## config.mk

```make
export PLATFORM = sky130hd
export DESIGN_NAME = cfd_stage
export DESIGN_NICKNAME = d
export VERILOG_FILES = /design/src/hdl/cfd_pkg.sv /design/src/hdl/cfd_stage.sv
export SDC_FILE = /design/constraint.sdc
export NUM_CORES = 1
export LEC_CHECK = 0
export BUFFER_PORTS_ARGS = -buffer_cell sky130_fd_sc_hd__buf_2
export CELL_PAD_IN_SITES_DETAIL_PLACEMENT = 2
export CELL_PAD_IN_SITES_GLOBAL_PLACEMENT = 2
export CORE_UTILIZATION = 36
export DETAILED_ROUTE_END_ITERATION = 7
export GPL_TIMING_DRIVEN = 0
export PLACE_DENSITY_LB_ADDON = 0.1
export SYNTH_ARGS = -nofsm -noshare
export SYNTH_HDL_FRONTEND = slang
export SYNTH_SLANG_ARGS = --single-unit
```

## constraint.sdc

```tcl
create_clock -name clk -period 8.65 [get_ports clk]
set_input_delay 0.4325 -clock clk [delete_from_list [all_inputs] [get_ports clk]]
set_output_delay 0.4325 -clock clk [all_outputs]
set_load 0.02 [all_outputs]
```

## src/hdl/cfd_pkg.sv

```systemverilog
// ----------------------------------------------------------------------------
// cfd_pkg : shared types and constants for the compass heading unit
// Datapath widths, fixed-point scales and the arctangent table.
// ----------------------------------------------------------------------------
package cfd_pkg;

	// field scaled by 2^24, grown by CORDIC gain and the pre-rotation
	localparam int XW          = 43;
	// angle in 2^-20 degree, up to about +/-190 degrees
	localparam int ZW          = 30;
	localparam int TABLE_LEN   = 24;
	localparam int INPUT_SCALE = 24;
	localparam int OUT_SHIFT   = 13;
	localparam int QW          = ZW - OUT_SHIFT;
	localparam int HW          = QW + 1;
	localparam int WW          = HW + 1;

	localparam logic signed [ZW-1:0] DEG90_Z   = 30'sd94371840;
	localparam logic signed [ZW-1:0] ROUND_BIAS = 30'sd4096;
	localparam logic signed [WW-1:0] FULL_TURN  = 19'sd46080;
	localparam logic signed [WW-1:0] TWO_TURNS  = 19'sd92160;

	typedef struct packed {
		logic                 zero;
		logic signed [XW-1:0] x;
		logic signed [XW-1:0] y;
		logic signed [ZW-1:0] z;
	} cfd_vec_t;

	// atan(2^-i) in 2^-20 degree, rounded to nearest
	function automatic logic signed [ZW-1:0] atan_entry(input int unsigned idx);
		logic signed [ZW-1:0] r;
		unique case (idx)
			0:  r = 30'sd47185920;
			1:  r = 30'sd27855475;
			2:  r = 30'sd14718068;
			3:  r = 30'sd7471121;
			4:  r = 30'sd3750058;
			5:  r = 30'sd1876857;
			6:  r = 30'sd938658;
			7:  r = 30'sd469357;
			8:  r = 30'sd234682;
			9:  r = 30'sd117342;
			10: r = 30'sd58671;
			11: r = 30'sd29335;
			12: r = 30'sd14668;
			13: r = 30'sd7334;
			14: r = 30'sd3667;
			15: r = 30'sd1833;
			16: r = 30'sd917;
			17: r = 30'sd458;
			18: r = 30'sd229;
			19: r = 30'sd115;
			20: r = 30'sd57;
			21: r = 30'sd29;
			22: r = 30'sd14;
			23: r = 30'sd7;
			default: r = '0;
		endcase
		return r;
	endfunction

endpackage

```

## src/hdl/cfd_stage.sv

```systemverilog
// ----------------------------------------------------------------------------
// cfd_stage : one vectoring CORDIC iteration
// Rotates the vector towards the X axis by atan(2^-STAGE_IDX), one register.
// ----------------------------------------------------------------------------
module cfd_stage
	import cfd_pkg::*;
#(
	parameter int unsigned STAGE_IDX = 0
)
(
	input  logic     clk,
	input  logic     arst_n,
	input  logic     valid_in,
	output logic     ready_in,
	input  cfd_vec_t vec_in,
	output logic     valid_out,
	input  logic     ready_out,
	output cfd_vec_t vec_out
);

	logic     valid_s1;
	cfd_vec_t vec_s1;
	cfd_vec_t vec_d;

	generate
		if (STAGE_IDX < TABLE_LEN) begin : g_rot
			logic signed [XW-1:0] dx;
			logic signed [XW-1:0] dy;
			logic                 y_pos;

			assign dx    = vec_in.y >>> STAGE_IDX;
			assign dy    = vec_in.x >>> STAGE_IDX;
			assign y_pos = !vec_in.y[XW-1] && (vec_in.y != '0);

			always_comb begin
				vec_d.zero = vec_in.zero;
				if (y_pos) begin
					vec_d.x = vec_in.x + dx;
					vec_d.y = vec_in.y - dy;
					vec_d.z = vec_in.z + atan_entry(STAGE_IDX);
				end else begin
					vec_d.x = vec_in.x - dx;
					vec_d.y = vec_in.y + dy;
					vec_d.z = vec_in.z - atan_entry(STAGE_IDX);
				end
			end
		end else begin : g_pass
			// beyond the table: carry the vector unchanged
			assign vec_d = vec_in;
		end
	endgenerate

	assign ready_in = !valid_s1 || ready_out;

	always_ff @(posedge clk or negedge arst_n) begin
		if (!arst_n) begin
			valid_s1 <= 1'b0;
		end else if (ready_in) begin
			valid_s1 <= valid_in;
		end
	end

	always_ff @(posedge clk) begin
		if (valid_in && ready_in) begin
			vec_s1 <= vec_d;
		end
	end

	assign valid_out = valid_s1;
	assign vec_out   = vec_s1;

endmodule

```

After elaboration in Yosys (flattened, before gate mapping). Index checks and enable logic that the tools add are counted.

Register bits after elaboration: 118. Bits of input ports: 121. Output and inout bits: 119. Word-level logic and storage cells: 17.

Add/sub/neg operators: 5. Muxes and demuxes: 1. Reduce and logical (&&, ||, !) cells: 6.

Operators by type and width (number): $mux W116 (1); $sub A43 B43 Y43 (2); $add A43 B43 Y43 (1); $reduce_bool A43 Y1 (1); $add A30 B27 Y30 const B (1); $sub A30 B27 Y30 const B (1); $logic_and A1 B1 Y1 (2); $logic_not A1 Y1 (2); $logic_or A1 B1 Y1 (1).

Longest topological paths before layout. Gate-level depths: netlist of the first run.

Word-level depth: 3. Depth in mapped cells: 17. Gate-level depth less buffers: 14.

Least setup slack after synthesis of the first run. Ideal clock, no wire load.

Path type: reg2reg. Start point: register valid_s1, in the netlist valid_out. End point: register vec_s1 (netlist bit vec_out[0]) (enable). Library setup time: 0.488 ns. Arrival: 3.417 ns. Data required time: 8.162 ns. Path slack: 4.745 ns. Stages on the path, launching flop included: 3. Path buffers: 0. Clock period less this slack: 3.905 ns. Path through: dfrtp_1 -> nand2b_1 -> and2_1.

Word-level cells in the longest chain between the ends: 3.

RTL lines: start: declaration (RTL line cfd_stage.sv:21) `logic valid_s1;`; start signal: assignment (RTL line cfd_stage.sv:59) `valid_s1 <= valid_in;`; $logic_not A1 Y1 (RTL line cfd_stage.sv:53) `assign ready_in = !valid_s1 || ready_out;`; $logic_or A1 B1 Y1 (RTL line cfd_stage.sv:53); via ready_in (RTL line cfd_stage.sv:14) `output logic ready_in,`; $logic_and A1 B1 Y1 (RTL line cfd_stage.sv:64) `if (valid_in && ready_in) begin`; end signal: assignment (RTL line cfd_stage.sv:65) `vec_s1 <= vec_d;`; end: declaration (RTL line cfd_stage.sv:22) `cfd_vec_t vec_s1;`.

The timed path passes the listed nets, and every way through them passes these cells. A chain may end at the register's enable or synchronous reset.

==> load_flow_metrics.sql, run 1 <==
INSERT INTO impl_metrics (metric_group, metric, value, unit) VALUES
('run_status', 'outcome', 'finished, violations left', ''),
('run_status', 'failing_checks', 'max-capacitance violations, max-slew violations', ''),
('flow_run', 'drv_cap', '1', ''),
('synthesis', 'synth_common_cells', 'a21oi_1, inv_1, ha_1, edfxtp_1, nor2_1', ''),
('routing', 'wl_per_cell', '25.88', 'um'),
('die', 'io_pins', '240', ''),
('cells_and_area', 'antenna_cells_inserted', '0', ''),
('routing', 'antenna_left', '0', ''),
('power', 'power_frac_clock', '0.286', ''),
('die', 'die_height', '184.5', 'um'),
('routing', 'routed_via_density', '5.955', ''),
('place', 'detailed_placement_wirelength_estimate', '43.72', 'mm'),
('timing', 'setup-violations-final', '0', ''),
('clocking', 'numCtsBuffers', '17', ''),
('clocking', 'clock_tree_from_tritoncts', 'built', ''),
('clocking', 'post-cts-setup-buffer-count', '0', ''),
('timing', 'tightest_slew', '1.501', 'ns'),
('grt', 'grt_usage', '0.3250', ''),
('place', 'placement.io_buffers', '239', ''),
('timing', 'final_setup_margin', '3.257', 'ns'),
('die', 'fp.dieArea', '34030', 'um^2'),
('clocking', 'cts_num_sinks', '117', ''),
('grt', 'globalRouteOverflowTotal', '0', ''),
('clocking', 'worst_setup_hold_path_clk_slew', '0.06', 'ns'),
('cells_and_area', 'multi_input_area', '7662', 'um^2'),
('power', 'power_switching', '942.9', 'uW'),
('routing', 'post-route-drc-count', '0', ''),
('routing', 'finalWirelength', '55.07', 'mm'),
('min_path', 'worst_hold_startpoint', 'vec_in[7]', ''),
('cells_and_area', 'final-seq-area', '3508', 'um^2'),
('power', 'switching_share', '0.4060', ''),
('routing', 'routed.top_layer', 'met4', ''),
('timing', 'slew_violations', '12', ''),
('grt', 'grt_pass1_vias', '13500', ''),
('cells_and_area', 'number_of_nets_in_the_final_layout', '1932', ''),
('synthesis', 'synthesized_area', '11990', 'um^2'),
('synthesis', 'yosysUniqueCellTypes', '80', ''),
('clocking', 'clockBufferDepth', '2', ''),
('timing', 'final.period_utilization', '0.6235', ''),
('timing', 'rsz_0062_raised_after_global_routing', 'no', ''),
('die', 'die_w', '184.5', 'um'),
('synthesis', 'syn_inst', '1413', ''),
('timing', 'final_hold_viol_count', '0', ''),
('timing', 'max_frequency', '185.4', 'MHz'),
('power', 'p_leak', '6.154', 'nW'),
('synthesis', 'synth_area_leader', 'edfxtp_1', ''),
('place', 'post_dp_cell_area', '13770', 'um^2'),
('synthesis', 'yosysSeqAreaShare', '0.2927', ''),
('grt', 'grt_max_degree', '71', ''),
('critical_path', 'cp-end-kind', 'flop', ''),
('power', 'pwr-share-seq', '0.314', ''),
('timing', 'timing.clock.skew', '0.006726', 'ns'),
('timing', 'worst_hold_slack', '0.1566', 'ns'),
('routing', 'met2_length', '25.93', 'mm'),
('synthesis', 'area_contributors_post_synth', 'edfxtp_1, ha_1, a21oi_1', ''),
('clocking', 'clockRootBuffer', 'clkbuf_16', ''),
('routing', 'drt_first_iter_violations', '884', ''),
('critical_path', 'timing.critical_path.from_type', 'input port', ''),
('min_path', 'hold_depth', '1', ''),
('timing', 'max_slew_margin', '-0.0007998', ''),
('power', 'internal-power', '1.379', 'mW'),
('power', 'power_per_cell_area', '162.3', 'nW/um^2'),
('die', 'start_util', '0.3675', ''),
('synthesis', 'synth-seq-cells', '117', ''),
('clocking', 'cts-htree-levels', '4', ''),
('min_path', 'worstHoldPathType', 'input port to flop', ''),
('cells_and_area', 'final_area', '14310', 'um^2'),
('power', 'vdd.ir_drop.worst', '140.7', 'uV'),
('synthesis', 'synthesis.yosys.warnings', '0', ''),
('synthesis', 'yosys.cell_count.top_type', 'a21oi_1', ''),
('synthesis', 'post-synth-top-area-fraction', '0.2906', '');
-- logic make-up (layout without fill, tap and decap cells) --
logic type | count (synthesis) | count (layout) | share of synthesized area
buffers and inverters | 211 | 484 | 0.06836
adder cells (fa/ha/maj) | 138 | 138 | 0.1465
AND/OR/NAND/NOR | 336 | 336 | 0.1375
AO/OA/AOI/OAI | 504 | 504 | 0.2749
flip-flops | 117 | 117 | 0.2927
XOR/XNOR | 89 | 89 | 0.06502
multiplexers | 18 | 18 | 0.01503
-- power groups by stage --
| stage | Sequential [mW] | Clock, mW | Combinational, mW |
|---|---|---|---|
| floorplan | 0.821 | 0 | 0.491 |
| global placement | 0.743 | 0 | 0.877 |
| detailed placement | 0.741 | 0 | 0.906 |
| CTS | 0.731 | 0.675 | 0.918 |
| global route | 0.734 | 0.696 | 0.992 |
| finish | 0.729 | 0.664 | 0.929 |
-- how the worst max path moves through the flow --
stage               startpoint           to  slack, ns
detailed placement  vec_in[36]  vec_out[29]       2.78
CTS                 vec_in[36]  vec_out[29]       3.21
global route        vec_in[36]  vec_out[29]       3.00
floorplan            valid_out   vec_out[0]       4.75
global placement    vec_in[36]  vec_out[29]       3.04
finish              vec_in[36]  vec_out[29]       3.26
-- through the flow --
stage | cells | util | total power [mW]
after global routing | 2128 | 0.4387 | 2.422
after floorplan | 1413 | - | 1.313
after CTS | 2128 | 0.4387 | 2.324
final | 2128 | 0.4387 | 2.322
after detailed placement | 2095 | 0.4221 | 1.647
after global placement | 2094 | 0.4211 | 1.620
-- sequential cells by signal, summed over array words and instances (netlist names) --
signal / count
vec_out: 116
valid_out: 1
-- worst max-delay path, stage by stage --
cell	delay [ns]
buf_2	0.16
nor4_1	0.66
nand4_1	0.28
nor3_1	0.21
nor2_1	0.07
clkbuf_1	0.30
inv_1	0.28
clkbuf_1	0.51
clkbuf_1	0.75
ha_1	0.39
a21o_1	0.16
a21oi_1	0.26
o21bai_1	0.13
a21oi_1	0.24
o21bai_1	0.11
a21oi_1	0.30
o21ai_0	0.19
xnor2_1	0.15
-- cell usage in the layout (no fill, tap or decap), drive strengths merged, types with 18 or more instances in the layout --
| cell type | synthesis | routed |
|---|---|---|
| nor3 | 26 | 26 |
| clkbuf | 44 | 61 |
| nand2 | 83 | 83 |
| nand2b | 18 | 18 |
| inv | 137 | 141 |
| a21oi | 187 | 187 |
| xnor2 | 83 | 83 |
| a21o | 34 | 34 |
| o21bai | 42 | 42 |
| mux2i | 18 | 18 |
| nor4 | 18 | 18 |
| edfxtp | 116 | 116 |
| o21ai | 89 | 89 |
| buf | 25 | 265 |
| nor2 | 89 | 89 |
| nand4 | 31 | 31 |
| ha | 134 | 134 |
| nand3 | 21 | 21 |
| o31ai | 21 | 21 |
-- routing by layer --
metal / track usage / vias up
met5: 0 / -
met4: 0.1313 / 0
met3: 0.05453 / 109
met2: 0.5425 / 492
met1: 0.4143 / 6396
li1: - / 5675
-- cell type report --
type	instances	share of cell area
plain buffers	69	0.02011
clock buffers	17	0.02973
clock inverters	15	0.007345
inverters	142	0.03725
multi-input cells	1085	0.5355
flip-flops and latches	117	0.2452
well taps	442	0.03865
repair buffers	241	0.08622
-- repair_timing --
item | 4_1_cts | 5_1_grt
endpoints found under the setup margin | 0 | 0
hold endpoints to repair | 1 | 0
hold buffers | 1 | 0
Power figures use the tool's default switching activity.
==> inputs of run 2 (changes only) <==
--- a/config.mk
+++ b/config.mk
@@ -8,7 +8,7 @@
 export BUFFER_PORTS_ARGS = -buffer_cell sky130_fd_sc_hd__buf_2
 export CELL_PAD_IN_SITES_DETAIL_PLACEMENT = 2
 export CELL_PAD_IN_SITES_GLOBAL_PLACEMENT = 2
-export CORE_UTILIZATION = 36
+export CORE_UTILIZATION = 34
 export DETAILED_ROUTE_END_ITERATION = 7
 export GPL_TIMING_DRIVEN = 0
 export PLACE_DENSITY_LB_ADDON = 0.1
==> constraint.sdc (replaced) <==
create_clock -name clk -period 5.6 [get_ports clk]
set_input_delay 0.28 -clock clk [delete_from_list [all_inputs] [get_ports clk]]
set_output_delay 0.28 -clock clk [all_outputs]
set_load 0.02 [all_outputs]
==> run 2 against run 1 <==
Compared with the run above: clock power increased by 76%; non-clock buffer count increased by 20; critical endpoint unchanged; utilization decreased by 1.7 points; flip-flop and latch count unchanged; cell count increased by 1.6%; the flow now finishes without violations; highest routed layer is now met5.
==> load_flow_metrics.sql, run 2 (synthesis results as in run 1) <==
INSERT INTO impl_metrics (metric_group, metric, value, unit) VALUES
('flow_run', 'drv_cap', '0', ''),
('place', 'gp_routability_congestion', '0.9434', ''),
('routing', 'post-route-drc-count', '0', ''),
('grt', 'globalRouteOverflowTotal', '0', ''),
('routing', 'wl_per_cell', '26.31', 'um'),
('place', 'placed_cells_incl_taps', '2108', ''),
('critical_path', 'cp.required', '5.81', 'ns'),
('die', 'site_row_count', '68', ''),
('critical_path', 'max_stage_delay', '0.78', 'ns'),
('cells_and_area', 'number_of_nets_in_the_final_layout', '1952', ''),
('place', 'placement.setup.worst_slack', '-0.1723', 'ns'),
('critical_path', 'worst-endpoint-arrival', '5.53', 'ns'),
('routing', 'routed_via_density', '5.837', ''),
('timing', 'timing.clock.skew', '0.01726', 'ns'),
('cells_and_area', 'area_delta_synth_final', '21.75', '%'),
('min_path', 'worstHoldPathType', 'input port to flop', ''),
('clocking', 'cts_num_sinks', '117', ''),
('timing', 'worst_hold_slack', '0.01948', 'ns'),
('die', 'die_height', '189.8', 'um'),
('die', 'core', '34630', 'um^2'),
('grt', 'grt_pass1_wl', '84.26', 'mm'),
('die', 'start_util', '0.3462', ''),
('cells_and_area', 'largest_register_ffs', '116', ''),
('grt', 'grt_max_degree', '72', ''),
('critical_path', 'crit_path_max_fanout', '15', ''),
('routing', 'drt_first_pass_iters', '7', ''),
('die', 'fp.dieArea', '36010', 'um^2'),
('power', 'power_per_cell_area', '257.6', 'nW/um^2'),
('clocking', 'clock_tree_from_tritoncts', 'built', ''),
('clocking', 'post-cts-setup-buffer-count', '0', ''),
('clocking', 'numCtsBuffers', '17', ''),
('timing', 'final_setup_margin', '0.2780', 'ns'),
('grt', 'antenna_violations_before_repair', '1', ''),
('cells_and_area', 'commonest_non_fill_non_tap_cell_in_the_layout', 'buf_2', ''),
('cells_and_area', 'final_layout_size_suffix_gt1_frac', '0.1859', ''),
('critical_path', 'timing.critical_path.from_type', 'input port', ''),
('clocking', 'cts-htree-levels', '4', ''),
('routing', 'antenna_left', '0', ''),
('critical_path', 'cp-end-kind', 'flop', ''),
('routing', 'finalWirelength', '56.85', 'mm'),
('grt', 'grt_usage', '0.3161', ''),
('run_status', 'outcome', 'completed', ''),
('critical_path', 'timing.critical_path.slowest_stage_cell', 'clkbuf_1', ''),
('power', 'p_leak', '6.268', 'nW'),
('clocking', 'clkLatencyLatePin', '0.47', 'ns'),
('critical_path', 'criticalPathCategory', 'input port to flop', ''),
('power', 'vdd.ir_drop.worst', '243.5', 'uV'),
('grt', 'grt_pass1_vias', '13450', ''),
('timing', 'final_hold_viol_count', '0', ''),
('timing', 'rsz_0062_raised_after_global_routing', 'no', ''),
('clocking', 'clockRootBuffer', 'clkbuf_16', ''),
('place', 'placement.io_buffers', '239', ''),
('cells_and_area', 'fillers', '3981', ''),
('cells_and_area', 'most_frequent_cells_in_the_layout', 'buf_2, a21oi_1, inv_1, ha_1, edfxtp_1', ''),
('routing', 'dr_total_vias', '12610', ''),
('timing', 'setup-violations-final', '0', ''),
('die', 'die_w', '189.8', 'um'),
('die', 'io_pins', '240', ''),
('timing', 'max_frequency', '187.9', 'MHz'),
('clocking', 'clockBufferDepth', '2', ''),
('routing', 'drt_first_iter_violations', '802', ''),
('timing', 'max_slew_margin', '0.1078', ''),
('timing', 'slew_violations', '0', ''),
('place', 'detailed_placement_wirelength_estimate', '44.52', 'mm'),
('timing', 'layout_min_cycle_time', '5.322', 'ns'),
('clocking', 'worst_setup_hold_path_clk_slew', '0.06', 'ns'),
('cells_and_area', 'layoutNonFillerInstCount', '2161', ''),
('timing', 'tightest_slew', '1.338', 'ns'),
('critical_path', 'critical_path.cell_chain', 'buf_2, nor4_1, nand4_1, nor3_1, nor2_1, clkbuf_1, inv_1, clkbuf_1, clkbuf_1, ha_1, a21o_1, a21oi_1, o21bai_1, a21oi_1, o21bai_1, a21oi_1, o21ai_0, xnor2_1', ''),
('timing', 'final.period_utilization', '0.9504', '');
## run 2: cell count changes in the layout (fill, tap and decap cells not counted), sizes merged
cell	previous run	this run
diode	0	1
dlygate4sd3	1	21
inv	141	142
clkinvlp	4	3
clkinv	12	8
bufinv	0	3
## run 2: worst paths after layout
check                                start          end  slack [ns]  cells past startpoint
worst max-delay path            vec_in[36]  vec_out[29]        0.28                     18
worst min-delay path             vec_in[4]   vec_out[4]        0.02                      1
worst max register to register   valid_out  vec_out[72]        3.70                      3
worst min register to register   valid_out    valid_out        0.59                      2
max in group asynchronous           arst_n    valid_out        5.36                      2
min in group asynchronous           arst_n    valid_out        0.15                      2
## run 2: power breakdown
group	switching, mW	internal [mW]
Clock	0.473	0.699
Sequential	0.0234	1.10
Combinational	0.988	0.471
## run 2: cell type report
class,count,area (um^2),area share
inverters,142,533.0,0.03652
clock inverters,14,172.7,0.01183
repair buffers,261,1434,0.09824
diodes,1,2.502,0.0001715
plain buffers,69,287.8,0.01972
flip-flops and latches,117,3508,0.2404
multi-input cells,1085,7662,0.5250
clock buffers,17,425.4,0.02915
well taps,455,569.3,0.03901
## run 2: through the flow
step | total power, mW | setup TNS (ns) | cell area, um^2 | utilization
6_report | 3.759 | 0 | 14600 | 0.4215
3_3_place_gp | 2.522 | -0.02856 | 13750 | 0.3972
3_5_place_dp | 2.555 | -0.1723 | 13780 | 0.3981
4_1_cts | 3.759 | 0 | 14590 | 0.4214
5_1_grt | 3.920 | 0 | 14590 | 0.4214
2_1_floorplan | 2.027 | 0 | 11990 | -
## run 2: metal layers
metal	wire (um)	global-route usage
met3	3329	0.06087
met1	25320	0.4074
met4	1722	0.1064
met5	18	0
met2	26460	0.5269
## run 2: timing repair
action	CTS	global route
hold buffers	21	0
resized for setup	0	0
endpoints found under the hold margin	21	0
## run 2: worst max-delay path: cells and delay by family
| kind | cells | cell delay, ns |
|---|---|---|
| and+or+nand+nor | 4 | 1.38 |
| AOI/OAI and AO/OA | 7 | 1.25 |
| adders and majority gates | 1 | 0.39 |
| xor gates and xnor gates | 1 | 0.16 |
| buffers and inverters | 5 | 2.07 |
