==> config.mk <==
export PLATFORM = sky130hd
export DESIGN_NAME = cfd_wrap
export DESIGN_NICKNAME = d
export VERILOG_FILES = /design/src/hdl/cfd_pkg.sv /design/src/hdl/cfd_wrap.sv
export SDC_FILE = /design/constraint.sdc
export NUM_CORES = 1
export LEC_CHECK = 0
export BUFFER_PORTS_ARGS = -buffer_cell sky130_fd_sc_hd__buf_4
export CORE_UTILIZATION = 42
export DETAILED_ROUTE_END_ITERATION = 12
export PLACE_DENSITY = 0.83
export SLEW_MARGIN = 0
export SYNTH_ARGS = -nofsm -noshare
export SYNTH_HDL_FRONTEND = slang
export SYNTH_SLANG_ARGS = --single-unit
==> constraint.sdc <==
create_clock -name clk -period 2.05 [get_ports clk]
set_input_delay 0.1025 -clock clk [delete_from_list [all_inputs] [get_ports clk]]
set_output_delay 0.1025 -clock clk [all_outputs]
set_load 0.01 [all_outputs]
==> src/hdl/cfd_pkg.sv <==
// ----------------------------------------------------------------------------
// cfd_pkg : shared types and constants for the compass heading unit
// Datapath widths, fixed-point scales and the arctangent table.
// ----------------------------------------------------------------------------
package cfd_pkg;

	// field scaled by 2^24, grown by CORDIC gain and the pre-rotation
	localparam int XW          = 43;
	// angle in 2^-20 degree, up to about +/-190 degrees
	localparam int ZW          = 30;
	localparam int TABLE_LEN   = 24;
	localparam int INPUT_SCALE = 24;
	localparam int OUT_SHIFT   = 13;
	localparam int QW          = ZW - OUT_SHIFT;
	localparam int HW          = QW + 1;
	localparam int WW          = HW + 1;

	localparam logic signed [ZW-1:0] DEG90_Z   = 30'sd94371840;
	localparam logic signed [ZW-1:0] ROUND_BIAS = 30'sd4096;
	localparam logic signed [WW-1:0] FULL_TURN  = 19'sd46080;
	localparam logic signed [WW-1:0] TWO_TURNS  = 19'sd92160;

	typedef struct packed {
		logic                 zero;
		logic signed [XW-1:0] x;
		logic signed [XW-1:0] y;
		logic signed [ZW-1:0] z;
	} cfd_vec_t;

	// atan(2^-i) in 2^-20 degree, rounded to nearest
	function automatic logic signed [ZW-1:0] atan_entry(input int unsigned idx);
		logic signed [ZW-1:0] r;
		unique case (idx)
			0:  r = 30'sd47185920;
			1:  r = 30'sd27855475;
			2:  r = 30'sd14718068;
			3:  r = 30'sd7471121;
			4:  r = 30'sd3750058;
			5:  r = 30'sd1876857;
			6:  r = 30'sd938658;
			7:  r = 30'sd469357;
			8:  r = 30'sd234682;
			9:  r = 30'sd117342;
			10: r = 30'sd58671;
			11: r = 30'sd29335;
			12: r = 30'sd14668;
			13: r = 30'sd7334;
			14: r = 30'sd3667;
			15: r = 30'sd1833;
			16: r = 30'sd917;
			17: r = 30'sd458;
			18: r = 30'sd229;
			19: r = 30'sd115;
			20: r = 30'sd57;
			21: r = 30'sd29;
			22: r = 30'sd14;
			23: r = 30'sd7;
			default: r = '0;
		endcase
		return r;
	endfunction

endpackage

==> src/hdl/cfd_wrap.sv <==
// ----------------------------------------------------------------------------
// cfd_wrap : output stages
// Rounds the angle to 1/128 degree, adds the declination, then wraps the
// heading into one full turn. Two registers; the second is the output.
// ----------------------------------------------------------------------------
module cfd_wrap
	import cfd_pkg::*;
(
	input  logic               clk,
	input  logic               arst_n,
	input  logic               valid_in,
	output logic               ready_in,
	input  cfd_vec_t           vec_in,
	input  logic signed [15:0] decl,
	output logic               valid_out,
	input  logic               ready_out,
	output logic        [15:0] heading
);

	logic                 valid_s1;
	logic                 valid_s2;
	logic                 ready_s2;
	logic signed [HW-1:0] h_s1;
	logic        [15:0]   heading_s2;

	logic signed [ZW-1:0] z_bias;
	logic signed [QW-1:0] q;
	logic signed [HW-1:0] h_d;
	logic signed [WW-1:0] hw;
	logic signed [WW-1:0] h_wrapped;

	// zero field counts as angle 0
	assign z_bias = (vec_in.zero ? '0 : vec_in.z) + ROUND_BIAS;
	assign q      = z_bias[ZW-1:OUT_SHIFT];
	assign h_d    = {q[QW-1], q} + {{(HW-16){decl[15]}}, decl};

	assign hw = {h_s1[HW-1], h_s1};

	always_comb begin
		priority if (hw < -FULL_TURN) begin
			h_wrapped = hw + TWO_TURNS;
		end else if (hw[WW-1]) begin
			h_wrapped = hw + FULL_TURN;
		end else if (hw >= FULL_TURN) begin
			h_wrapped = hw - FULL_TURN;
		end else begin
			h_wrapped = hw;
		end
	end

	assign ready_s2 = !valid_s2 || ready_out;
	assign ready_in = !valid_s1 || ready_s2;

	always_ff @(posedge clk or negedge arst_n) begin
		if (!arst_n) begin
			valid_s1 <= 1'b0;
			valid_s2 <= 1'b0;
		end else begin
			if (ready_in) begin
				valid_s1 <= valid_in;
			end
			if (ready_s2) begin
				valid_s2 <= valid_s1;
			end
		end
	end

	always_ff @(posedge clk) begin
		if (valid_in && ready_in) begin
			h_s1 <= h_d;
		end
		if (valid_s1 && ready_s2) begin
			heading_s2 <= h_wrapped[15:0];
		end
	end

	assign valid_out = valid_s2;
	assign heading   = heading_s2;

endmodule

**Word level (Yosys, flattened, before mapping)**

Index checks and enable logic that the tools add are counted.

- Register bits after elaboration: 36
- Bits of input ports: 137
- Output and inout port bits: 18

- $add $sub $neg: 5
- Order comparisons: 2
- Mux-type cells: 4
- Reductions and logical operators: 6

Operators by type and width:

| operator | count |
|---|---|
| $mux 16 | 3 |
| $add 16x16->16 const B | 2 |
| $add 30x13->30 const B | 1 |
| $mux 30 | 1 |
| $add 17x16->18 | 1 |
| $ge 18x17->1 const B | 1 |
| $lt 18x17->1 const B | 1 |
| $sub 16x16->16 const B | 1 |
| $logic_and 1x1->1 | 2 |
| $logic_not 1->1 | 2 |
| $logic_or 1x1->1 | 2 |

**Depth between registers and ports, before layout**

Gate-level depths: netlist of run 1.

- Word-level depth: 4
- Gate-level depth with buffers: 14

**Least setup slack after synthesis of run 1**

No wires, ideal clock.

- Path type: input to register
- Start point: input vec_in[116] (netlist name)
- End point: register h_s1[10], data pin
- Library setup time: 195 ps
- Arrival: 2,417 ps
- Slack: -562 ps
- Cell stages on the path: 12
- Buffers on the path: 1
- Path through: buf_4 -> nor2b_1 -> ha_1 -> nand3_1 -> or3_1 -> a21oi_1 -> ha_1 -> a21oi_1 -> o21ai_0 -> o21ai_0 -> or4b_1 -> o311ai_0

- Longest elaborated chain between the ends: 3

RTL lines:

| element | line | source |
|---|---|---|
| start: declaration | cfd_wrap.sv:13 | `input cfd_vec_t vec_in,` |
| $mux 30 | cfd_wrap.sv:33 | `assign z_bias = (vec_in.zero ? '0 : vec_in.z) + ROUND_BIAS;` |
| $add 30x13->30 | cfd_wrap.sv:33 |  |
| $add 17x16->18 | cfd_wrap.sv:35 | `assign h_d = {q[QW-1], q} + {{(HW-16){decl[15]}}, decl};` |
| named net h_d[10] | cfd_wrap.sv:28 | `logic signed [HW-1:0] h_d;` |
| end signal: assignment | cfd_wrap.sv:70 | `h_s1 <= h_d;` |
| end: declaration | cfd_wrap.sv:23 | `logic signed [HW-1:0] h_s1;` |

The timed path passes the listed nets, and every way through them passes these cells.
A chain may end at the register's enable or synchronous reset.

**Final worst setup path of run 1**

Ends and elaborated chain as after synthesis.

==> impl_results.md, run 1 <==
- Status: finished, violations left
- Failing checks: negative setup slack
- Initial Utilization: 43.6%
- H-tree depth: 2
- Top cell type's share of synthesized area: between 30 and 40%
- WL final: 8680 um
- Number of routed nets with antenna violations: 0
- Commonest non-fill, non-tap cell in the layout: buf_4
- Core ar.: ~6800 um2
- ANT cells: 0
- Syn avg cell area: roughly 9.5 um2
- Yosys warnings: 0
- Register area share after synthesis: a little over a third
- Largest fanout on the critical path: 5
- Synth Flop Type: edfxtp_1
- Largest area contributor in the netlist: edfxtp_1
- Num CTS Buffers: 5
- Worst min path class: primary input to flop
- Placed Instances: 530
- Count of final hold-check violations: 0
- Final period util: 114%
- Fin nets: 621
- Clock sink count: 36
- Setup violators final: 11
- Top cells by area, synth: edfxtp_1 (35%), ha_1 (10%), xnor2_1 (5.6%), o21ai_0 (3.7%), a21oi_1 (3.6%)
- F_max: 427 MHz
- RSZ-0062 raised after global routing: yes
- Vias: ~3000
- Iter 0 DRT Violations: roughly 150
- Crit Path Category: primary input to flop
- I/O Buffers: 56
- Initial antenna violation count: 0
- DR WL/cell: between 15 and 20 um
- TritonRoute pass-1 iters: 5
- Layout cells sized above 1: between 50% and 60%
- Leakage: about 2.0 nW
- Overall Power: roughly 2.6 mW
- Setup crit end kind: flop
- Max-slew violations: 0
- Gr usage total: around a fifth
- Netlist cell types: 61
- Site Rows: 30
- Fill cell total of the finished layout: between 400 and 500
- Synthesized area: slightly below 3000 um2
- CP required: between 2 and 2.5 ns
- Synth Instances: about 310
- Pwr dens: ~550 nW/um2
- Vias per cell: ~5.5
- DP HPWL: ~5700 um
- Clock-pin slew on the worst setup and hold paths: approximately 0.07 ns
- Gr ovfl total: 0
- PnR worst setup slack: -0.291 ns
- Post-synth ARST share: about 5.6%
- Clock Tree Buf Depth: 2
- CTS tree: done
- Arr. time, crit path: around 2.5 ns
- Drc violations: 0
- Largest net degree at the start of global routing: 19
- Tightest Pin Transition: roughly 0.65 ns
- Clk root buf: clkbuf_8
- Worst skew pair latency: approximately 0.29 ns
- Clock Skew: 0.00632 ns
- Die W: about 86 um
- Layout area overhead: 58.5%
- Final cell count without fillers: around 560
- Placer Congestion: slightly above 0.9
- Most frequent cells in the layout: buf_4 (146), edfxtp_1 (34), nor2_1 (22), xnor2_1 (18)
- Min Tclk post-route: 2.34 ns
- Post-synth EDFFs: 34
- Maxcap violations: 0
- Syn Nets: approximately 470
- First-pass GRT wire length: approximately 13000 um
- VDD IR max: approximately 0.00028 V
- Die Y: around 86 um
- I/O pins: roughly 160
- Slew HR: ~57%
- DIE AREA: approximately 7400 um2
- CP Launch Type: primary input
- FF+latch count, synth: 36
- Number of global-route vias before repair: roughly 2900
==> cells in the mapped netlist, types with 2 or more instances <==
cell type	instances
a221oi_1	3
nor3_1	10
nand3_1	11
nor4_1	4
nor2b_1	5
and3_1	2
xnor2_1	19
ha_1	24
clkbuf_1	3
or3_1	4
xor2_1	6
a311oi_1	2
mux2i_1	3
nor4b_1	5
o21a_1	4
dfrtp_1	2
a21o_1	4
inv_1	17
a211oi_1	5
nor3b_1	2
a21oi_1	21
o21ai_0	22
a31oi_1	2
edfxtp_1	34
o211ai_1	5
nor2_1	25
and2_1	3
nand2b_1	8
buf_4	3
buf_2	2
nand2_1	21
==> state kept, by name, summed over array words and instances, names as in the netlist <==
name	flops
valid_s1	1
h_s1	18
valid_out	1
heading	16
==> critical path, stage by stage <==
cell,delay [ns]
buf_12,0.11
and3b_2,0.28
nand3_2,0.12
or3_4,0.37
a21oi_4,0.17
ha_4,0.24
a21oi_2,0.17
o21ai_2,0.11
o21ai_2,0.17
or4b_4,0.50
o311ai_4,0.09
==> timing repair <==
action	CTS	global route
setup endpoints to repair	16	17
buffers inserted	5	12
cloned	1	0
pin swaps	23	25
resized for setup	33	49
hold buffers	1	0
endpoints found under the hold margin	2	0
==> area by class of cell <==
type / instances / area, um2 / area share (%)
Inverter: 17 / 63.8 / 1.36
Multi-Input combinational cell: 249 / 2170 / 46.3
Timing Repair Buffer: 150 / 1170 / 24.9
Clock inverter: 1 / 7.51 / 0.160
Tap cell: 96 / 120 / 2.56
Sequential cell: 36 / 1070 / 22.8
Clock buffer: 7 / 86.3 / 1.84
==> stage by stage <==
step                setup WS (ns)  area, um2  setup TNS (ns)  utilization [%]  hold slack (ns)
CTS                        -0.237       4370           -1.22             64.3          0.00810
global placement           -0.486       4040           -5.18             59.5           -0.115
floorplan                  -0.361       3000           -2.00                -           -0.193
global route               -0.369       4690           -2.79             69.0           0.0108
detailed placement         -0.597       4040           -6.24             59.5           -0.113
finish                     -0.291       4690           -1.99             69.0           0.0121
==> power by group <==
part | total, mW | internal [mW] | switching [mW]
sequential | 0.991 | 0.938 | 0.0530
clock | 0.508 | 0.273 | 0.236
combinational | 1.10 | 0.565 | 0.535
==> path summary, 6_finish.rpt <==
check / start / end / slack (ns) / cells after the start
max: vec_in[116] / h_s1[10] / -0.29 / 11
min: valid_in / valid_s1 / 0.01 / 2
max reg2reg: h_s1[15] / heading[12] / 0.05 / 5
min reg2reg: h_s1[2] / heading[2] / 0.45 / 0
max in group asynchronous: arst_n / valid_s1 / 1.82 / 2
min in group asynchronous: arst_n / valid_out / 0.14 / 2
==> metal layers <==
metal  vias up  share of wire (%)  track usage, %
met5         -                  0               0
met4         0                2.8            8.03
met3        26                5.3            3.18
met2       138                 54            40.7
met1      1457                 38            22.6
li1       1463                  -               -
==> cells by family (layout without fill, tap and decap cells) <==
group | after synthesis | in the layout | synth area share [%]
XOR/XNOR | 25 | 25 | 7.40
flip-flops | 36 | 36 | 36.2
AND/OR/NAND/NOR | 114 | 114 | 22.2
multiplexers | 3 | 3 | 1.01
adder cells (fa/ha/maj) | 25 | 25 | 10.8
buffers and inverters | 26 | 175 | 4.02
AO/OA/AOI/OAI | 82 | 82 | 18.4
(Power assumes the default switching activity.)
==> run 2, diff against run 1 <==
--- a/config.mk
+++ b/config.mk
@@ -6,9 +6,10 @@
 export NUM_CORES = 1
 export LEC_CHECK = 0
 export BUFFER_PORTS_ARGS = -buffer_cell sky130_fd_sc_hd__buf_4
-export CORE_UTILIZATION = 42
+export CAP_MARGIN = 20
+export CORE_UTILIZATION = 28
 export DETAILED_ROUTE_END_ITERATION = 12
-export PLACE_DENSITY = 0.83
+export PLACE_DENSITY = 0.61
 export SLEW_MARGIN = 0
 export SYNTH_ARGS = -nofsm -noshare
 export SYNTH_HDL_FRONTEND = slang
==> run 2 against run 1 <==
Net effect: the run still ends with negative setup slack left; non-clock buffer count is 3 higher; clock skew is 0.0036 ns lower; sequential power hardly changed; register-to-register slack hardly changed; critical path depth is 2 higher; first-iteration DRC count is 51% lower; critical endpoint is now h_s1[15]; combinational power hardly changed; worst hold slack worse by 0.0036 ns; sequential share of layout area is 0.85 points lower; count of clock-buffer cells in the layout is 2 lower; flip-flop and latch count stayed put.
==> impl_results.md, run 2 (synthesis gave the netlist of run 1 again) <==
- PnR worst setup slack: -0.234 ns (+0.0569 ns)
- DIE AREA: 11000 um2 (+49%)
- Largest register FFs: 18 (unchanged)
- First-pass GRT wire length: 12700 um (+1.4%)
- Switching portion of total power: 30.6% (-1.1 points)
- Count of final hold-check violations: 0 (unchanged)
- Core ar.: 10300 um2 (+51%)
- Combinational fraction of design power: 40.9% (-1.4 points)
- Largest Register: h_s1
- Commonest non-fill, non-tap cell in the layout: buf_4
- Largest net degree at the start of global routing: 19 (unchanged)
- Fill cell total of the finished layout: 976 (+110%)
- Largest fanout on the critical path: 8 (+3)
- I/O pins: 155 (unchanged)
- Layout area overhead: 64.7%
- Leakage: 2.01 nW (+2.6%)
- Maxcap violations: 0 (unchanged)
- Initial Utilization: 28.8% (-15 points)
- Multi-input logic area: 2250 um2 (+3.8%)
- H-tree depth: 2 (unchanged)
- Met2 Resource Use GR: 25.7% (-15 points)
- Slew HR: 55.7% (-1.0 points)
- Final cell count without fillers: 599 (+7.7%)
- Placed cell areas: 4170 um2 (+3.0%)
- Met3 Track Usage GR: 2.31% (-0.87 points)
- DP HPWL: 6020 um (+5.0%)
- Tightest Pin Transition: 0.665 ns (+0.0149 ns)
- Site Rows: 37 (+23%)
- Crit Path Category: primary input to flop
- Max-slew violations: 0 (unchanged)
- Setup crit end kind: flop
- Num CTS Buffers: 5 (unchanged)
- Arr. time, crit path: 2.32 ns (-0.14 ns)
- DR WL/cell: 13.4 um (-14%)
- Placed Instances: 578 (+9.1%)
- ANT cells: 0 (unchanged)
- Clock Power Share: 22.3% (+2.7 points)
- Final period util: 111% (-2.8 points)
- Most frequent cells in the layout: buf_4 (144), edfxtp_1 (34), nor2_1 (22), nand2_1 (18), xnor2_1 (16)
- Pre-CTS WS: -0.529 ns (+0.0682 ns)
- RSZ-0062 raised after global routing: yes
- Initial antenna violation count: 0 (unchanged)
- I/O Buffers: 56 (unchanged)
- Vias: 2867 (-7.0%)
- Gr usage total: 14.1% (-6.9 points)
- WL final: 8040 um (-7.4%)
- Clock sink count: 36 (unchanged)
- F_max: 438 MHz (+2.5%)
- Min Tclk post-route: 2.28 ns (-0.0569 ns)
- Setup violators final: 9 (-2)
- Final instance area: 4870 um2 (+3.9%)
- Placer Congestion: 0.848 (-8.3%)
- Worst min path class: primary input to flop
- Net Sw Power: 0.827 mW (+0.40%)
- Fin nets: 624 (+0.48%)
- CP required: 2.08 ns (-0.09 ns)
- CTS tree: done
- Gr busiest metal: met2
- Clock Skew: 0.00276 ns (-0.00355 ns)
- Worst skew pair latency: 0.29 ns (about the same)
- Final TNS setup: -1.12 ns (+0.868 ns)
- CP Launch Type: primary input
- VDD IR max: 0.000304 V (+9.0%)
- Clock-pin slew on the worst setup and hold paths: 0.07 ns (about the same)
- Pint: 1.87 mW (+5.5%)
- Number of routed nets with antenna violations: 0 (unchanged)
- FF/Latch Area: 1070 um2 (unchanged)
- Grt met1 use: 16.5% (-6.1 points)
- Status: finished, violations left
- Seq pwr share: 36.7% (-1.4 points)
- Clk root buf: clkbuf_8
- Failing checks: negative setup slack
- Die Y: 105 um (+22%)
- Layout cells sized above 1: 53.3% (+3.1 points)
- Number of global-route vias before repair: 2790 (-4.0%)
- Iter 0 DRT Violations: 75 (-51%)
- Pwr dens: 554 nW/um2 (about the same)
- Drc violations: 0 (unchanged)
- TritonRoute pass-1 iters: 4 (-1)
- Vias per cell: 4.79 (-14%)
- Gr ovfl total: 0 (unchanged)
- Clock Tree Buf Depth: 2 (unchanged)
- Die W: 105 um (+22%)
run 2: cell count changes in the layout (fill, tap and decap cells not counted), moves of 3 or more:
cell	before	now
o21ai_2	8	11
buf_6	1	6
o21ai_0	9	6
ha_2	0	3
ha_1	17	14
run 2: final cells by class:
type                       count  area share [%]
inverter                      17            1.36
multi-input combinational    249            46.3
timing repair buffer         153            24.6
sequential                    36            22.0
clock buffer                   5            1.41
clock inverter                 3           0.873
tap                          136            3.49
run 2: power by group through the flow:
stage          Sequential (mW)  Clock (mW)  Combinational, mW
2_1_floorplan             1.01           0              0.486
3_3_place_gp              1.00           0              0.901
3_5_place_dp              1.00           0              0.914
4_1_cts                  0.988       0.618              0.979
5_1_grt                   1.01       0.643               1.20
6_report                 0.992       0.603               1.10
run 2: timing repair:
action,CTS,global route
hold buffers,1,0
buffers inserted,8,6
endpoints found under the hold margin,2,0
endpoints found under the setup margin,12,18
gates resized for setup,39,67
pin swaps,27,41
run 2: final timing paths:
kind | startpoint | end | slack [ns] | cells after the start
worst max register to register | h_s1[15] | heading[12] | 0.05 | 5
worst max-delay path | vec_in[116] | h_s1[15] | -0.23 | 13
worst min register to register | h_s1[5] | heading[5] | 0.46 | 0
min in group asynchronous | arst_n | valid_out | 0.15 | 2
worst min-delay path | valid_in | valid_s1 | 0.009 | 2
max in group asynchronous | arst_n | valid_s1 | 1.81 | 2
run 2: metal layers:
layer | up-vias | wire [um]
met5 | - | 0
li1 | 1462 | -
met4 | 0 | 182
met1 | 1330 | 3420
met2 | 56 | 4180
met3 | 19 | 262
run 2: worst max-delay path, stage by stage:
cell and delay, ns:
buf_12 0.11, and3b_2 0.29, nand4_4 0.12, buf_12 0.16
nor2b_2 0.11, xnor2_1 0.12, nor2_1 0.07, ha_1 0.39
nand2_1 0.10, o21ai_2 0.18, a21oi_4 0.08, o21a_1 0.18
o311a_1 0.30
run 2: per-stage QoR:
stage          utilization, %  hold slack (ns)  power (mW)
3_3_place_gp             40.5           -0.115        1.90
5_1_grt                  47.4           0.0103        2.85
6_report                 47.4          0.00850        2.70
3_5_place_dp             40.5           -0.114        1.92
2_1_floorplan               -           -0.193        1.50
4_1_cts                  44.2         0.000413        2.59
==> run 3, diff against run 2 <==
--- a/config.mk
+++ b/config.mk
@@ -7,6 +7,7 @@
 export LEC_CHECK = 0
 export BUFFER_PORTS_ARGS = -buffer_cell sky130_fd_sc_hd__buf_4
 export CAP_MARGIN = 20
+export CORE_ASPECT_RATIO = 1.25
 export CORE_UTILIZATION = 28
 export DETAILED_ROUTE_END_ITERATION = 12
 export PLACE_DENSITY = 0.61
==> run 3 against run 2 <==
Net effect: sequential share of layout area is 0.22 points higher; combinational power hardly changed; largest cell class unchanged; flip-flop and latch count stayed put; design area is 1.0% lower; final cell count is 1.7% lower; count of clock-buffer cells in the layout is 1 higher; worst hold slack better by 0.015 ns; the flow still finishes with violations (negative setup slack); clock power is 38% higher; critical path depth is 2 lower.
==> impl_results.md, run 3 (synthesis gave the netlist of run 1 again) <==
- TritonRoute pass-1 iters: 4 (unchanged)
- Final instance area: 4820 um2 (-1.0%)
- Number of routed nets with antenna violations: 0 (unchanged)
- H-tree depth: 2 (unchanged)
- First-pass GRT wire length: 12700 um (-0.38%)
- Slew HR: 74.1% (+18 points)
- WL final: 7750 um (-3.6%)
- Hold WS: 0.0234 ns (+0.0149 ns)
- Leakage: 2.00 nW (-0.48%)
- DP HPWL: 6120 um (+1.6%)
- DR WL/cell: 13.2 um (-2.0%)
- Clock Tree Buf Depth: 2 (unchanged)
- Reg2reg setup slack: 0.12 ns (+0.07 ns)
- Pre-CTS WS: -0.598 ns (-0.0685 ns)
- Layout Utilization: 47.2% (-0.16 points)
- Placed cell areas: 4130 um2 (-0.87%)
- VDD IR max: 0.000313 V (+3.0%)
- F_max: 434 MHz (-1.0%)
- I/O Buffers: 56 (unchanged)
- Clock Skew: 0.00259 ns (-0.000170 ns)
- Min Tclk post-route: 2.31 ns (+0.0231 ns)
- ANT cells: 0 (unchanged)
- Worst min path class: primary input to flop
- CTS tree: done
- Worst reg-to-reg path cell count: 9 (+4)
- Arr. time, crit path: 2.32 ns (about the same)
- Largest register FFs: 18 (unchanged)
- Largest net degree at the start of global routing: 19 (unchanged)
- Number of global-route vias before repair: 2889 (+3.5%)
- Clk root buf: clkbuf_16
- Pwr dens: 601 nW/um2 (+8.5%)
- Worst skew pair latency: 0.28 ns (about the same)
- Layout area overhead: 63.0%
- Num CTS Buffers: 5 (unchanged)
- WHS Endpoint: valid_s1
- Hold Startpoint: valid_in
- Layout cells sized above 1: 50.0% (-3.3 points)
- Clock sink count: 36 (unchanged)
- Clock-pin slew on the worst setup and hold paths: 0.05 ns (-0.02 ns)
- Die W: 94.0 um (-10%)
- Setup violators final: 10 (+1)
- Tightest Pin Transition: 0.387 ns (-0.277 ns)
- Placer Congestion: 0.889 (+4.9%)
- Status: finished, violations left
- Largest fanout on the critical path: 6 (-2)
- Overall Power: 2.90 mW (+7.4%)
- Drc violations: 0 (unchanged)
- Site Rows: 41 (+11%)
- Largest Register: h_s1
- Max-slew violations: 0 (unchanged)
- DIE AREA: 11000 um2 (about the same)
- Core ar.: 10200 um2 (-0.67%)
- Critical R2R Capture: heading[12]
- RSZ-0062 raised after global routing: yes
- Fin nets: 621 (-0.48%)
- Failing checks: negative setup slack
- Initial Utilization: 29.0% (+0.19 points)
- Gr usage total: 14.6% (+0.55 points)
- I/O pins: 155 (unchanged)
- Die Y: 117 um (+12%)
- Setup crit end kind: flop
- Most frequent cells in the layout: buf_4 (145), edfxtp_1 (34), nor2_1 (22), nand2_1 (18), ha_1 (16)
- PnR worst setup slack: -0.257 ns (-0.0231 ns)
- Vias per cell: 4.83 (+0.95%)
- Iter 0 DRT Violations: 68 (-9.3%)
- Gr ovfl total: 0 (unchanged)
- Hold Path Stages: 2 (unchanged)
- Count of final hold-check violations: 0 (unchanged)
- Worst r2r src: h_s1[11]
- Maxcap violations: 0 (unchanged)
- Vias: 2846 (-0.73%)
- Final period util: 113% (+1.1 points)
- Commonest non-fill, non-tap cell in the layout: buf_4
- Initial antenna violation count: 0 (unchanged)
- CP required: 2.06 ns (-0.02 ns)
- Crit Path Category: primary input to flop
- CP Launch Type: primary input
## run 3: worst max-delay path by stage
stage,from,to,cells past startpoint
after CTS,vec_in[13],h_s1[10],12
after global routing,vec_in[116],h_s1[14],11
after global placement,vec_in[116],h_s1[15],12
after floorplan,vec_in[116],h_s1[10],12
final,vec_in[116],h_s1[14],11
after detailed placement,vec_in[116],h_s1[10],14
## run 3: worst max-delay path, stage by stage
cell       delay [ns]
buf_12           0.11
and3b_2          0.29
nand3_4          0.09
or3_4            0.40
a21oi_4          0.19
ha_4             0.25
a21oi_4          0.18
o21ai_4          0.09
o211ai_1         0.27
mux2i_1          0.23
o2111ai_1        0.12
## run 3: metrics by stage
stage / cells / setup TNS, ns
final: 589 / -1.49
after floorplan: 311 / -2.00
after global placement: 569 / -5.46
after detailed placement: 569 / -5.96
after CTS: 582 / -1.19
after global routing: 589 / -2.43
## run 3: where the power goes
group	total, mW	switching (mW)	internal (mW)	leakage [nW]
clock	0.831	0.261	0.571	0.0808
combinational	1.08	0.512	0.569	1.57
sequential	0.988	0.0491	0.939	0.347
## run 3: layer usage
| layer | GRT usage [%] | routed length (um) |
|---|---|---|
| met4 | 5.64 | 119 |
| met2 | 29.2 | 4330 |
| met1 | 15.2 | 3080 |
| met3 | 2.07 | 223 |
| met5 | 0 | 0 |
## run 3: timing repair
item,CTS,global route
endpoints found under the setup margin,12,17
gates resized for setup,30,56
hold buffers,1,0
setup buffers,4,8
endpoints found under the hold margin,2,0
pin swaps,21,32
## run 3: final cells by class
class / instances / area [um2]
Inverter: 17 / 63.8
Clock buffer: 6 / 129
Fill cell: 954 / 5390
Sequential cell: 36 / 1070
Timing Repair Buffer: 150 / 1150
Multi-Input combinational cell: 249 / 2210
Tap cell: 129 / 161
Clock inverter: 2 / 35.0
